## config.mk

```make
export PLATFORM = sky130hd
export DESIGN_NAME = lts_scan
export DESIGN_NICKNAME = d
export VERILOG_FILES = /design/src/hw/rtl/lts_pkg.sv /design/src/hw/rtl/lts_scan.sv
export SDC_FILE = /design/constraint.sdc
export NUM_CORES = 1
export LEC_CHECK = 0
export BUFFER_PORTS_ARGS = -buffer_cell sky130_fd_sc_hd__buf_2
export CAP_MARGIN = 15
export CORE_ASPECT_RATIO = 0.9
export CORE_UTILIZATION = 44
export DETAILED_ROUTE_END_ITERATION = 8
export PLACE_DENSITY = 0.82
export SYNTH_ARGS = -nofsm -noshare
export SYNTH_HDL_FRONTEND = slang
export SYNTH_SLANG_ARGS = --single-unit
```

## constraint.sdc

```tcl
create_clock -name clk -period 5.3 [get_ports clk]
set_input_delay 0.795 -clock clk [delete_from_list [all_inputs] [get_ports clk]]
set_output_delay 0.795 -clock clk [all_outputs]
set_load 0.05 [all_outputs]
```

## src/hw/rtl/lts_pkg.sv

```systemverilog
`timescale 1ns / 1ps

package lts_pkg;

    // Key, stamp, slot and entry widths
    localparam int KEY_W   = 16;
    localparam int STAMP_W = 32;
    localparam int SLOT_W  = 6;
    localparam int ENTRY_W = 2 * KEY_W + STAMP_W;

    // Operation codes carried in the kind field
    typedef enum logic [1:0] {
        KIND_ALLOC   = 2'd0,
        KIND_LOOKUP  = 2'd1,
        KIND_FRESHEN = 2'd2,
        KIND_REMOVE  = 2'd3
    } kind_t;

    // Sequencer states
    typedef enum logic [1:0] {
        ST_CLEAR,
        ST_IDLE,
        ST_SCAN,
        ST_UPDATE
    } state_t;

    // Sequencer to scan unit
    typedef struct packed {
        logic start;   // new word accepted, reset trackers
        logic valid;   // entry data on the read port is live
    } scan_ctrl_t;

    // Scan unit status back to the sequencer
    typedef struct packed {
        logic empty_found;
        logic match_found;
        logic match_now;   // entry under compare matches the key
    } scan_flags_t;

endpackage

```

## src/hw/rtl/lts_scan.sv

```systemverilog
`timescale 1ns / 1ps

module lts_scan #(
    parameter int IW = 6
) (
    input  logic                          clk,
    input  logic                          rst_n,
    input  lts_pkg::scan_ctrl_t           ctrl,
    input  logic [IW-1:0]                 idx,
    input  logic [lts_pkg::KEY_W-1:0]     ent_owner,
    input  logic [lts_pkg::KEY_W-1:0]     ent_block,
    input  logic [lts_pkg::STAMP_W-1:0]   ent_stamp,
    input  logic [lts_pkg::KEY_W-1:0]     key_owner,
    input  logic [lts_pkg::KEY_W-1:0]     key_block,
    output lts_pkg::scan_flags_t          flags,
    output logic [IW-1:0]                 empty_idx,
    output logic [IW-1:0]                 match_idx,
    output logic [IW-1:0]                 best_idx,
    output logic [lts_pkg::KEY_W-1:0]     best_owner,
    output logic [lts_pkg::KEY_W-1:0]     best_block
);

    logic                          empty_found_reg, empty_found_next;
    logic                          match_found_reg, match_found_next;
    logic                          have_best_reg, have_best_next;
    logic [IW-1:0]                 empty_idx_reg, empty_idx_next;
    logic [IW-1:0]                 match_idx_reg, match_idx_next;
    logic [IW-1:0]                 best_idx_reg, best_idx_next;
    logic [lts_pkg::STAMP_W-1:0]   best_stamp_reg, best_stamp_next;
    logic [lts_pkg::KEY_W-1:0]     best_owner_reg, best_owner_next;
    logic [lts_pkg::KEY_W-1:0]     best_block_reg, best_block_next;
    logic                          is_empty;
    logic                          is_match;
    logic                          is_older;

    // One entry compared per cycle
    assign is_empty = (ent_owner == '0);
    assign is_match = (key_owner != '0) && (ent_owner == key_owner)
                      && (ent_block == key_block);
    assign is_older = !have_best_reg || (ent_stamp < best_stamp_reg);

    // Tracker update: first empty, first match, oldest stamp (first on tie)
    always_comb
    begin
        empty_found_next = empty_found_reg;
        match_found_next = match_found_reg;
        have_best_next   = have_best_reg;
        empty_idx_next   = empty_idx_reg;
        match_idx_next   = match_idx_reg;
        best_idx_next    = best_idx_reg;
        best_stamp_next  = best_stamp_reg;
        best_owner_next  = best_owner_reg;
        best_block_next  = best_block_reg;
        if (ctrl.start)
        begin
            empty_found_next = 1'b0;
            match_found_next = 1'b0;
            have_best_next   = 1'b0;
            match_idx_next   = '0;
        end
        else if (ctrl.valid)
        begin
            if (is_empty && !empty_found_reg)
            begin
                empty_found_next = 1'b1;
                empty_idx_next   = idx;
            end
            if (is_match && !match_found_reg)
            begin
                match_found_next = 1'b1;
                match_idx_next   = idx;
            end
            if (is_older)
            begin
                have_best_next  = 1'b1;
                best_idx_next   = idx;
                best_stamp_next = ent_stamp;
                best_owner_next = ent_owner;
                best_block_next = ent_block;
            end
        end
    end

    // Control flags
    always_ff @(posedge clk or negedge rst_n)
    begin
        if (!rst_n)
        begin
            empty_found_reg <= 1'b0;
            match_found_reg <= 1'b0;
            have_best_reg   <= 1'b0;
        end
        else
        begin
            empty_found_reg <= empty_found_next;
            match_found_reg <= match_found_next;
            have_best_reg   <= have_best_next;
        end
    end

    // Tracked indices and keys
    always_ff @(posedge clk)
    begin
        empty_idx_reg  <= empty_idx_next;
        match_idx_reg  <= match_idx_next;
        best_idx_reg   <= best_idx_next;
        best_stamp_reg <= best_stamp_next;
        best_owner_reg <= best_owner_next;
        best_block_reg <= best_block_next;
    end

    assign flags.empty_found = empty_found_reg;
    assign flags.match_found = match_found_reg;
    assign flags.match_now   = ctrl.valid && is_match;
    assign empty_idx  = empty_idx_reg;
    assign match_idx  = match_idx_reg;
    assign best_idx   = best_idx_reg;
    assign best_owner = best_owner_reg;
    assign best_block = best_block_reg;

endmodule

```

# Yosys cells after proc, flatten, opt, wreduce, memory -nomap -nowiden
# Cells that the tools add are included.
classes:
  eq_ne: 2
  magnitude_cmp: 1
  reduce_logical: 21
  n_mux: 9
  n_bitwise: 1
ops:
  columns: ["cell", "n"]
  rows:
  - ["16-bit == test", 2]
  - ["32-bit < comparator", 1]
  - ["16-bit zero test", 1]
  - ["16-bit nonzero test", 1]
  - ["1-bit 2-to-1 mux", 9]
  - ["2-bit AND reduction", 4]
  - ["2-bit nonzero test", 4]
  - ["3-bit AND reduction", 2]
  - ["1-bit logical AND", 5]
  - ["1-bit zero test", 3]
  - ["1-bit logical OR", 1]
  - ["1-bit NOT", 1]
totals:
  elab_cells: 43
  out_inout_bits: 53
  ff_bits: 85

# Longest topological paths before layout
# Gate-level depths: netlist of run 1.
logic_depth:
  ltp_word: 7
  ltp_mapped: 7
  ltp_nobuf: 7

# Worst setup path before layout of run 1
# OpenSTA, ideal clock, no wires.
synth_path:
  kind: "input port to flip-flop"
  from: "input ent_stamp[13] (netlist bit)"
  to: "register best_block_reg (netlist bit best_block[0]), enable pin"
  required_time_ns: 4.779
  cell_stages: 6
  t_arrival_ns: 5.221
  slack_ns: -0.443
  path_cell_list: "ha_1 -> a21o_1 -> a21o_1 -> a221oi_1 -> o211ai_1 -> a21oi_1"
synth_between:
  elab_chain_len: 3
synth_rtl:
  columns: ["item", "line_no", "rtl"]
  rows:
  - ["start, declared", "lts_scan.sv:12", "input logic [lts_pkg::STAMP_W-1:0] ent_stamp,"]
  - ["32-bit < comparator", "lts_scan.sv:40", "assign is_older = !have_best_reg || (ent_stamp < best_stamp_reg);"]
  - ["1-bit logical OR", "lts_scan.sv:40", null]
  - ["3-bit AND reduction (no line)", null, null]
  - ["end signal, assigned", "lts_scan.sv:109", "best_block_reg <= best_block_next;"]
  - ["end, declared", "lts_scan.sv:31", "logic [lts_pkg::KEY_W-1:0] best_block_reg, best_block_next;"]
# Every way passes these cells.
# A chain may end at the register's enable or synchronous reset.

# Worst setup path in the final report of run 1
layout_path:
  from: "input ent_stamp[13] (netlist bit)"
  to: "register best_owner_reg (netlist bit best_owner[10]), enable pin"
layout_between:
  elab_chain_len: 3
layout_rtl:
  columns: ["item", "line_no", "rtl"]
  rows:
  - ["32-bit < comparator", "lts_scan.sv:40", null]
  - ["1-bit logical OR", "lts_scan.sv:40", null]
  - ["3-bit AND reduction (no line)", null, null]
  - ["end signal, assigned", "lts_scan.sv:108", "best_owner_reg <= best_owner_next;"]
  - ["end, declared", "lts_scan.sv:30", "logic [lts_pkg::KEY_W-1:0] best_owner_reg, best_owner_next;"]
# Every way passes these cells.

==> results.md, run 1 <==
* Worst VDD drop at 0.164 mV
* Final std cells w/o fill at around 590
* Final setup skew at 0.0151 ns
* DP HPWL at 7.19 mm
* First-pass GRT wire length at 14.1 mm
* Cell row count at 32
* Slew Limit Fails at 0
* DR vias at about 2.9k
* Filler cells at 744
* Max FFs per register at 32
* DP Area at 4910 sq um
* CP Class: primary input to flip-flop
* CP endpoint kind: flip-flop
* Worst Max-Slew Pin Slew at 0.883 ns
* Post-Syn Nets at 432
* Final Critical Period at 3.12 ns
* Clk_lat worst skew at about 0.36 ns
* Flip-flop and latch area at 2480 sq um
* Initial antenna violation count at 0
* DRC at 0
* Die Y at 91.9 microns
* Final instance area at 5110 sq um
* Max Root-Sink Buffers at 2
* Initial DRC count at 72
* Final Hold Viols at 0
* Type of the worst min-delay path: primary input to async pin
* Routability Congestion at 0.870
* Post-DR vias/cell at 4.97
* Worst stage delay on the critical path at 0.74 ns
* WP data required at 5.35 ns
* CP max stage cell: a21oi_4
* Initial Util at 0.457
* Commonest cells in the netlist: 76 x edfxtp_1, 33 x inv_1, 32 x xor2_1, 31 x ha_1, 24 x nand2_1
* Setup_tns at 0 ns
* Num CTS Buffers at 9
* Vias in the first global route at about 3.0k
* Core Area at 8650 sq um
* Sequential-to-total area share from yosys stat at 0.627
* Final wirelength at 8.96 mm
* Number of flops mapped to enable cells by yosys at 76
* Post-CTS Setup Inserts at 0
* Power density over the cells at 284 nW/um^2
* Die width at between 100 and 150 microns
* Peak Freq at 321 MHz
* Hold-fix buffers, CTS at 0
* Most used cell, CP: a21o_1
* P&R area growth vs syn at 29.4%
* CTS H-tree depth at 3
* Outcome: finished clean
* RSZ-0062 raised after global routing: false
* Die area at approximately 9400 sq um
* Diode count at 0
* First element of the critical path: ent_stamp[13]
* Number of nets in the layout at 600
* Maxcap violations at 0
* CTS Sinks at 85
* Final worst-path cycle share at 0.588
* Syn avg cell area at 13.4 sq um
* Layout cell share with drive strength beyond 1 at 0.382
* Total iterations of the first detailed-routing run at 4
* Distinct cell type count after synthesis at 28
* CTS tree: built
* Clk pin slew, worst setup/hold paths at 0.09 ns
* Slew HR at 0.410
* CP max FO at 27
* Ys async rst share at 0.0353
* GR Overflow Total at 0
* I/O Pins at ~160
* Mapped Area at 3950 sq um
* Synth top area share at 0.578
* Final ANT Viol Nets at 0
* Worst r2r src: best_stamp_reg[13]
* Startpoint types: primary input
* Cts repair resizes at 0
* Synth area leaders: edfxtp_1 58%, ha_1 9.8%, xor2_1 7.1%
* Worst path cell trace: buf_2 -> ha_1 -> a21o_1 -> a21o_1 -> a221oi_1 -> o211ai_1 -> a21oi_4 -> buf_4
* Area of the multi-input gates at 1340 sq um
* Placed cell count at roughly 570
* #FFs+latches synth at 85
* Buffer and inverter count on the worst path at 2
* Number of setup violations in the final report at 0
* Pin count of the biggest net entering global routing at 33
* IO Port Bufs at 158
* Pleak at roughly 2.3 nW
* Warnings from Yosys at 0
* Area leader, netlist: edfxtp_1
* CP top delay family: compound AO/OA/AOI/OAI gates
* Synth Instances at 295
* Root Buffer: clkbuf_8
* Cell with the most instances after synthesis: edfxtp_1
* Ys flop type: edfxtp_1
* GR Util All Layers at 0.203
* Wirelength per Cell at 15.3 microns
* Worst path arrival time at around 3.2 ns
## worst reg2reg max path: stages (launching register included)
cell	delay [ns]
edfxtp_1	0.37
inv_1	0.06
ha_1	0.24
a21o_1	0.18
a21o_1	0.17
a221oi_1	0.30
o211ai_1	0.20
a21oi_4	0.74
buf_4	0.36
## cell type report
| cell class | count | area share |
|---|---|---|
| Clock buffer | 9 | 0.0242 |
| Clock inverter | 7 | 0.0157 |
| Inverter | 33 | 0.0242 |
| Multi-Input combinational cell | 174 | 0.262 |
| Sequential cell | 85 | 0.484 |
| Tap cell | 119 | 0.0291 |
| Timing Repair Buffer | 160 | 0.160 |
## layout by cell type, fill, tap and decap left out, drive strengths merged, types with 2 or more instances in the layout
cell type and count:
nand2 24, nand3 2, nor2b 2, inv 37, ha 31, clkbuf 9
nor3 3, nor2 10, xor2 32, dfrtp 3, a221oi 2, a21oi 14
and4 4, dfxtp 6, nor4 20, buf 160, o21a 2, mux2i 6
edfxtp 76, o21ai 5, nand4 7, a21o 5
## where the power goes
group	switching (W)	internal [W]	total, W
sequential	0.00000632	0.000759	0.000766
combinational	0.000139	0.0000754	0.000215
clock	0.000248	0.000225	0.000473
## layer usage
metal,global-route usage,part of all wire
met5,0,0
met4,0.0726,0.020
met3,0.0617,0.068
met2,0.367,0.52
met1,0.221,0.40
## final timing paths
kind | end | slack [ns] | depth (start not counted)
worst min-delay path | empty_found_reg | 0.22 | 1
min in group clk | match_idx[4] | 0.46 | 2
worst max register to register | best_owner[10] | 2.38 | 8
worst min register to register | match_idx[4] | 0.46 | 2
worst max-delay path | best_owner[10] | 2.18 | 8
max in group asynchronous | have_best_reg | 4.97 | 1
## per-stage QoR
| stage | util | setup WS, ns | hold WS (ns) | power [W] |
|---|---|---|---|---|
| 6_report | 0.591 | 2.18 | 0.216 | 0.00145 |
| 3_5_place_dp | 0.568 | 1.76 | 0.449 | 0.000997 |
| 2_1_floorplan | - | 0.962 | 0.479 | 0.000903 |
| 4_1_cts | 0.591 | 2.14 | 0.202 | 0.00147 |
| 3_3_place_gp | 0.568 | 1.85 | 0.444 | 0.000989 |
| 5_1_grt | 0.591 | 1.97 | 0.188 | 0.00151 |
## kinds of logic (layout without fill, tap and decap cells)
family                   Yosys count  count (layout)  synth area share
adder cells (fa/ha/maj)           31              31            0.0982
multiplexers                       6               6            0.0152
XOR/XNOR                          32              32            0.0709
flip-flops                        85              85             0.627
AO/OA/AOI/OAI                     30              30            0.0459
buffers and inverters             36             209            0.0361
AND/OR/NAND/NOR                   75              75             0.107
Power figures use the tool's default switching activity.
==> run 2, diff against run 1 <==
clock period = 2.7 ns   (was 5.3 ns; I/O delays follow)
==> results.md, run 2 (synthesis gave the netlist of run 1 again) <==
* Clk pin slew, worst setup/hold paths at 0.08 ns (about the same)
* GR Util All Layers at 0.206 (+0.00378)
* NetSw at 0.000734 W (+87%)
* Diode count at 0 (unchanged)
* CTS H-tree depth at 3 (unchanged)
* CTS tree: built
* Post-DR vias/cell at 4.98 (+0.31%)
* Clk_lat worst skew at 0.35 ns (about the same)
* Post-layout util at 0.595 (+0.00405)
* First-pass GRT wire length at 14.5 mm (+3.0%)
* CP max FO at 33 (+22%)
* Die width at 102 microns (unchanged)
* I/O Pins at 159 (unchanged)
* Most frequent cells in the layout: 158 x buf_2, 76 x edfxtp_1, 33 x inv_1
* Clock Power Share at 0.309 (-0.016)
* Cell row count at 32 (unchanged)
* Core Area at 8650 sq um (unchanged)
* P_int at 0.00207 W (+96%)
* Final ANT Viol Nets at 0 (unchanged)
* Startpoint types: flip-flop
* Final Hold Viols at 0 (unchanged)
* P&R area growth vs syn at 30.3%
* Final instance area at 5150 sq um (+0.68%)
* Place WS at 0.118 ns (-1.64 ns)
* Number of nets in the layout at 601 (+0.17%)
* Initial DRC count at 72 (unchanged)
* Type of the worst min-delay path: primary input to flip-flop
* Final setup skew at 0.0119 ns (-0.00320 ns)
* CP endpoint kind: flip-flop
* Total chip power at 0.00281 W (+93%)
* Wirelength per Cell at 15.8 microns (+3.6%)
* Power density over the cells at 545 nW/um^2 (+92%)
* Die area at 9360 sq um (unchanged)
* Root Buffer: clkbuf_8
* IO Port Bufs at 158 (unchanged)
* Number of setup violations in the final report at 0 (unchanged)
* DP HPWL at 7.42 mm (+3.2%)
* Max Root-Sink Buffers at 2 (unchanged)
* Num CTS Buffers at 9 (unchanged)
* DRC at 0 (unchanged)
* Initial antenna violation count at 0 (unchanged)
* Maxcap violations at 0 (unchanged)
* Reg power frac at 0.536 (+0.009)
* DP Area at 4950 sq um (+0.89%)
* Worst Max-Slew Pin Slew at 0.600 ns (-0.283 ns)
* Pin count of the biggest net entering global routing at 38 (+15%)
* Layout cell share with drive strength beyond 1 at 0.386 (+0.00345)
* Max FFs per register at 32 (unchanged)
* Final wirelength at 9.30 mm (+3.8%)
* Most common cell after layout, fill and taps aside: buf_2
* Pleak at 2.28 nW (-0.28%)
* Routability Congestion at 0.864 (-0.76%)
* Setup WS post-layout at 0.270 ns (-1.91 ns)
* Peak Freq at 412 MHz
* Post-CTS Setup Inserts at 0 (unchanged)
* Initial Util at 0.457 (unchanged)
* Outcome: finished clean
* DR vias at 2,931 (+0.48%)
* Cts repair resizes at 0 (unchanged)
* Slew Limit Fails at 0 (unchanged)
* Die Y at 91.9 microns (unchanged)
* Hold-fix buffers, CTS at 1 (+1)
* Final worst-path cycle share at 0.900
* Switch share at 0.261 (-0.00908)
* WP data required at 2.70 ns (-2.65 ns)
* Comb power frac at 0.155 (+0.007)
* RSZ-0062 raised after global routing: false
* CTS Sinks at 85 (unchanged)
* Worst VDD drop at 0.391 mV (+140%)
* Total iterations of the first detailed-routing run at 4 (unchanged)
* Vias in the first global route at 3,113 (+2.6%)
* R2R setup slack at 0.27 ns (-2.11 ns)
* CP Class: flip-flop to flip-flop
* GR Overflow Total at 0 (unchanged)
* Slew HR at 0.597 (+0.187)
* Worst path arrival time at 2.43 ns (-0.74 ns)
* Final Critical Period at roughly 2.4 ns
[run 2: cell types whose count changed in the layout (fill, tap and decap cells not counted), sizes merged]
cell / previous run / this run
clkbuf: 9 / 12
clkinvlp: 1 / 2
dlygate4sd3: 0 / 1
inv: 37 / 33
[run 2: final cells by class]
| cell class | instances | area (sq um) |
|---|---|---|
| clock buffers | 12 | 135 |
| clock inverters | 4 | 50.0 |
| fillers | 736 | 3500 |
| inverters | 33 | 124 |
| multi-input cells | 174 | 1390 |
| flip-flops and latches | 85 | 2480 |
| well taps | 119 | 149 |
| repair buffers | 161 | 828 |
[run 2: power by group through the flow]
stage / Combinational (W) / Sequential (W) / Clock [W]
CTS: 0.000437 / 0.00150 / 0.000902
detailed placement: 0.000433 / 0.00153 / 0
floorplan: 0.000157 / 0.00162 / 0
global placement: 0.000416 / 0.00153 / 0
global route: 0.000475 / 0.00151 / 0.000942
finish: 0.000435 / 0.00150 / 0.000869
[run 2: worst paths after layout]
path                                     from                 end  cells past startpoint
min in group asynchronous               rst_n     empty_found_reg                      2
max                        best_stamp_reg[13]      best_block[10]                      8
max reg2reg                best_stamp_reg[13]      best_block[10]                      8
min reg2reg                      match_idx[0]        match_idx[0]                      2
min                             ent_stamp[31]  best_stamp_reg[31]                      1
max in group asynchronous               rst_n     match_found_reg                      2
[run 2: worst max-delay path: stages (launching register included)]
cell and delay [ns]:
edfxtp_1 0.36, inv_1 0.10, ha_4 0.21, a21o_1 0.15, a21o_1 0.15, a221oi_2 0.26
o211ai_1 0.20, a21oi_4 0.22, buf_4 0.41
[run 2: through the flow]
stage,TNS (ns),hold WS (ns),cells
6_report,0,0.246,588
5_1_grt,0,0.226,588
4_1_cts,0,0.223,588
3_5_place_dp,0,0.207,571
3_3_place_gp,0,0.206,571
2_1_floorplan,-16.75,0.109,295
[run 2: routing by layer]
metal  vias up  global-route usage  share of wire
li1       1425                   -              -
met1      1394               0.232           0.40
met2       103               0.374           0.52
met3         9              0.0617          0.069
met4         0              0.0571          0.011
met5         -                   0              0
==> run 3, diff against run 2 <==
PLACE_DENSITY = 0.78   (was 0.82)
==> results.md, run 3 (synthesis gave the netlist of run 1 again) <==
* Outcome: finished clean
* Max FFs per register at 32 (unchanged)
* First-pass GRT wire length at 14.8 mm (+2.0%)
* GR Overflow Total at 0 (unchanged)
* Maxcap violations at 0 (unchanged)
* Final setup skew at 0.0161 ns (+0.00424 ns)
* Reg2reg path depth at 7 (-1)
* Most frequent cells in the layout: 158 x buf_2, 76 x edfxtp_1, 33 x inv_1
* CP endpoint kind: flip-flop
* Worst VDD drop at 0.336 mV (-14%)
* Comb power frac at 0.151 (-0.004)
* CTS Sinks at 85 (unchanged)
* Layout cell share with drive strength beyond 1 at 0.395 (+0.00898)
* R2R setup slack at 0.48 ns (+0.21 ns)
* Type of the worst min-delay path: primary input to flip-flop
* Most common cell after layout, fill and taps aside: buf_2
* Final worst-path cycle share at 0.823 (-0.0772)
* Cell row count at 32 (unchanged)
* DRC at 0 (unchanged)
* Die width at 102 microns (unchanged)
* CTS H-tree depth at 3 (unchanged)
* Peak Freq at 450 MHz (+9.4%)
* Setup_tns at 0 ns (unchanged)
* Die area at 9360 sq um (unchanged)
* Vias in the first global route at 3,122 (+0.29%)
* NetSw at 0.000779 W (+6.1%)
* Total iterations of the first detailed-routing run at 4 (unchanged)
* IO Port Bufs at 158 (unchanged)
* Pin count of the biggest net entering global routing at 30 (-21%)
* Die Y at 91.9 microns (unchanged)
* Diode count at 0 (unchanged)
* Worst r2r src: best_stamp_reg[11]
* Filler cells at 728 (-1.1%)
* P&R area growth vs syn at 31.8%
* RSZ-0062 raised after global routing: false
* Placed cell count at 573 (+0.35%)
* Hold EP: have_best_reg
* Slew HR at 0.588 (-0.00835)
* Flip-flop and latch area at 2480 sq um (unchanged)
* Startpoint types: flip-flop
* Wirelength per Cell at 15.6 microns (-1.1%)
* Worst Max-Slew Pin Slew at 0.613 ns (+0.0124 ns)
* Slew Limit Fails at 0 (unchanged)
* Power density over the cells at 555 nW/um^2 (+1.8%)
* Core Area at 8650 sq um (unchanged)
* Final Hold Viols at 0 (unchanged)
* Reg power frac at 0.520 (-0.016)
* Routability Congestion at 0.792 (-8.3%)
* Number of setup violations in the final report at 0 (unchanged)
* Pleak at 2.32 nW (+1.8%)
* CP max FO at 11 (-67%)
* Clk pin slew, worst setup/hold paths at 0.09 ns (about the same)
* Area of the multi-input gates at 1390 sq um (unchanged)
* Number of nets in the layout at 603 (+0.33%)
* DP HPWL at 7.49 mm (+0.93%)
* CTS tree: built
* Max Root-Sink Buffers at 2 (unchanged)
* P_int at 0.00211 W (+1.8%)
* Initial DRC count at 70 (-2.8%)
* Root Buffer: clkbuf_8
* RR Endpoint: best_stamp_reg[16]
* Clock Power Share at 0.328 (+0.019)
* Clk_lat worst skew at 0.35 ns (about the same)
* I/O Pins at 159 (unchanged)
* GR Util All Layers at 0.211 (+0.00487)
* WP data required at 2.80 ns (+0.10 ns)
* Hold_sp: ctrl[1]
* Final wirelength at 9.23 mm (-0.74%)
* Initial antenna violation count at 0 (unchanged)
* Final Critical Period at 2.22 ns (-0.208 ns)
* Worst path arrival time at 2.32 ns (-0.11 ns)
* Initial Util at 0.457 (unchanged)
* CP Class: flip-flop to flip-flop
* Post-DR vias/cell at 4.99 (+0.17%)
* Final ANT Viol Nets at 0 (unchanged)
* Num CTS Buffers at 9 (unchanged)
* Switch share at 0.270 (+0.00803)
* Final std cells w/o fill at 590 (+0.34%)
* DR vias at 2,946 (+0.51%)
* Hold path depth at 2 (+1)
## run 3: cell count changes in the layout (fill, tap and decap cells not counted)
cell        delta
clkbuf_16      +2
buf_4          +1
inv_6          +3
inv_8          +1
clkbuf_1       -3
clkinvlp_4     -2
bufinv_16      -1
buf_12         +1
## run 3: cell type report
cell class | instances | area share
sequential | 85 | 0.476
multi-input combinational | 174 | 0.266
timing repair buffer | 163 | 0.164
clock buffer | 11 | 0.0334
tap | 119 | 0.0286
inverter | 33 | 0.0238
clock inverter | 5 | 0.00817
## run 3: critical path: stages (launching register included)
cell and delay [ns]:
edfxtp_1 0.35, inv_1 0.05, ha_1 0.31, nand4_1 0.14, or4_1 0.51, o211ai_1 0.27
a21oi_4 0.14, buf_4 0.21
## run 3: worst max path at each step
stage	start	end	slack, ns	cells past startpoint
2_1_floorplan	ent_stamp[13]	best_block[0]	-0.24	6
3_3_place_gp	ent_stamp[11]	best_stamp_reg[12]	0.35	7
3_5_place_dp	ent_stamp[19]	best_stamp_reg[0]	0.32	8
4_1_cts	best_stamp_reg[19]	best_stamp_reg[0]	0.46	8
5_1_grt	best_stamp_reg[19]	best_stamp_reg[16]	0.31	8
6_report	best_stamp_reg[11]	best_stamp_reg[16]	0.48	7
## run 3: routing by layer
layer  vias to the layer above  part of all wire  GRT usage
met3                         9             0.064     0.0633
met2                       110              0.54      0.392
met1                      1398              0.39      0.233
met5                         -                 0          0
met4                         0             0.010     0.0512
li1                       1429                 -          -
## run 3: stage by stage
step | power, W | hold slack [ns] | worst slack [ns] | utilization | cell area [sq um]
CTS | 0.00292 | 0.210 | 0.458 | 0.602 | 5210
global placement | 0.00195 | 0.204 | 0.354 | 0.576 | 4980
global route | 0.00300 | 0.216 | 0.309 | 0.602 | 5210
finish | 0.00289 | 0.224 | 0.479 | 0.602 | 5210
floorplan | 0.00178 | 0.109 | -0.239 | - | 4010
detailed placement | 0.00197 | 0.206 | 0.319 | 0.576 | 4980
## run 3: power by group through the flow
stage	combinational [W]	clock, W	sequential (W)
6_report	0.000437	0.000948	0.00150
5_1_grt	0.000479	0.00101	0.00151
4_1_cts	0.000440	0.000976	0.00150
3_5_place_dp	0.000438	0	0.00153
3_3_place_gp	0.000422	0	0.00153
2_1_floorplan	0.000157	0	0.00162
## run 3: timing repair
item,4_1_cts,5_1_grt
setup buffers,0,0
hold endpoints to repair,3,0
hold buffers,1,0
gates resized for setup,0,0
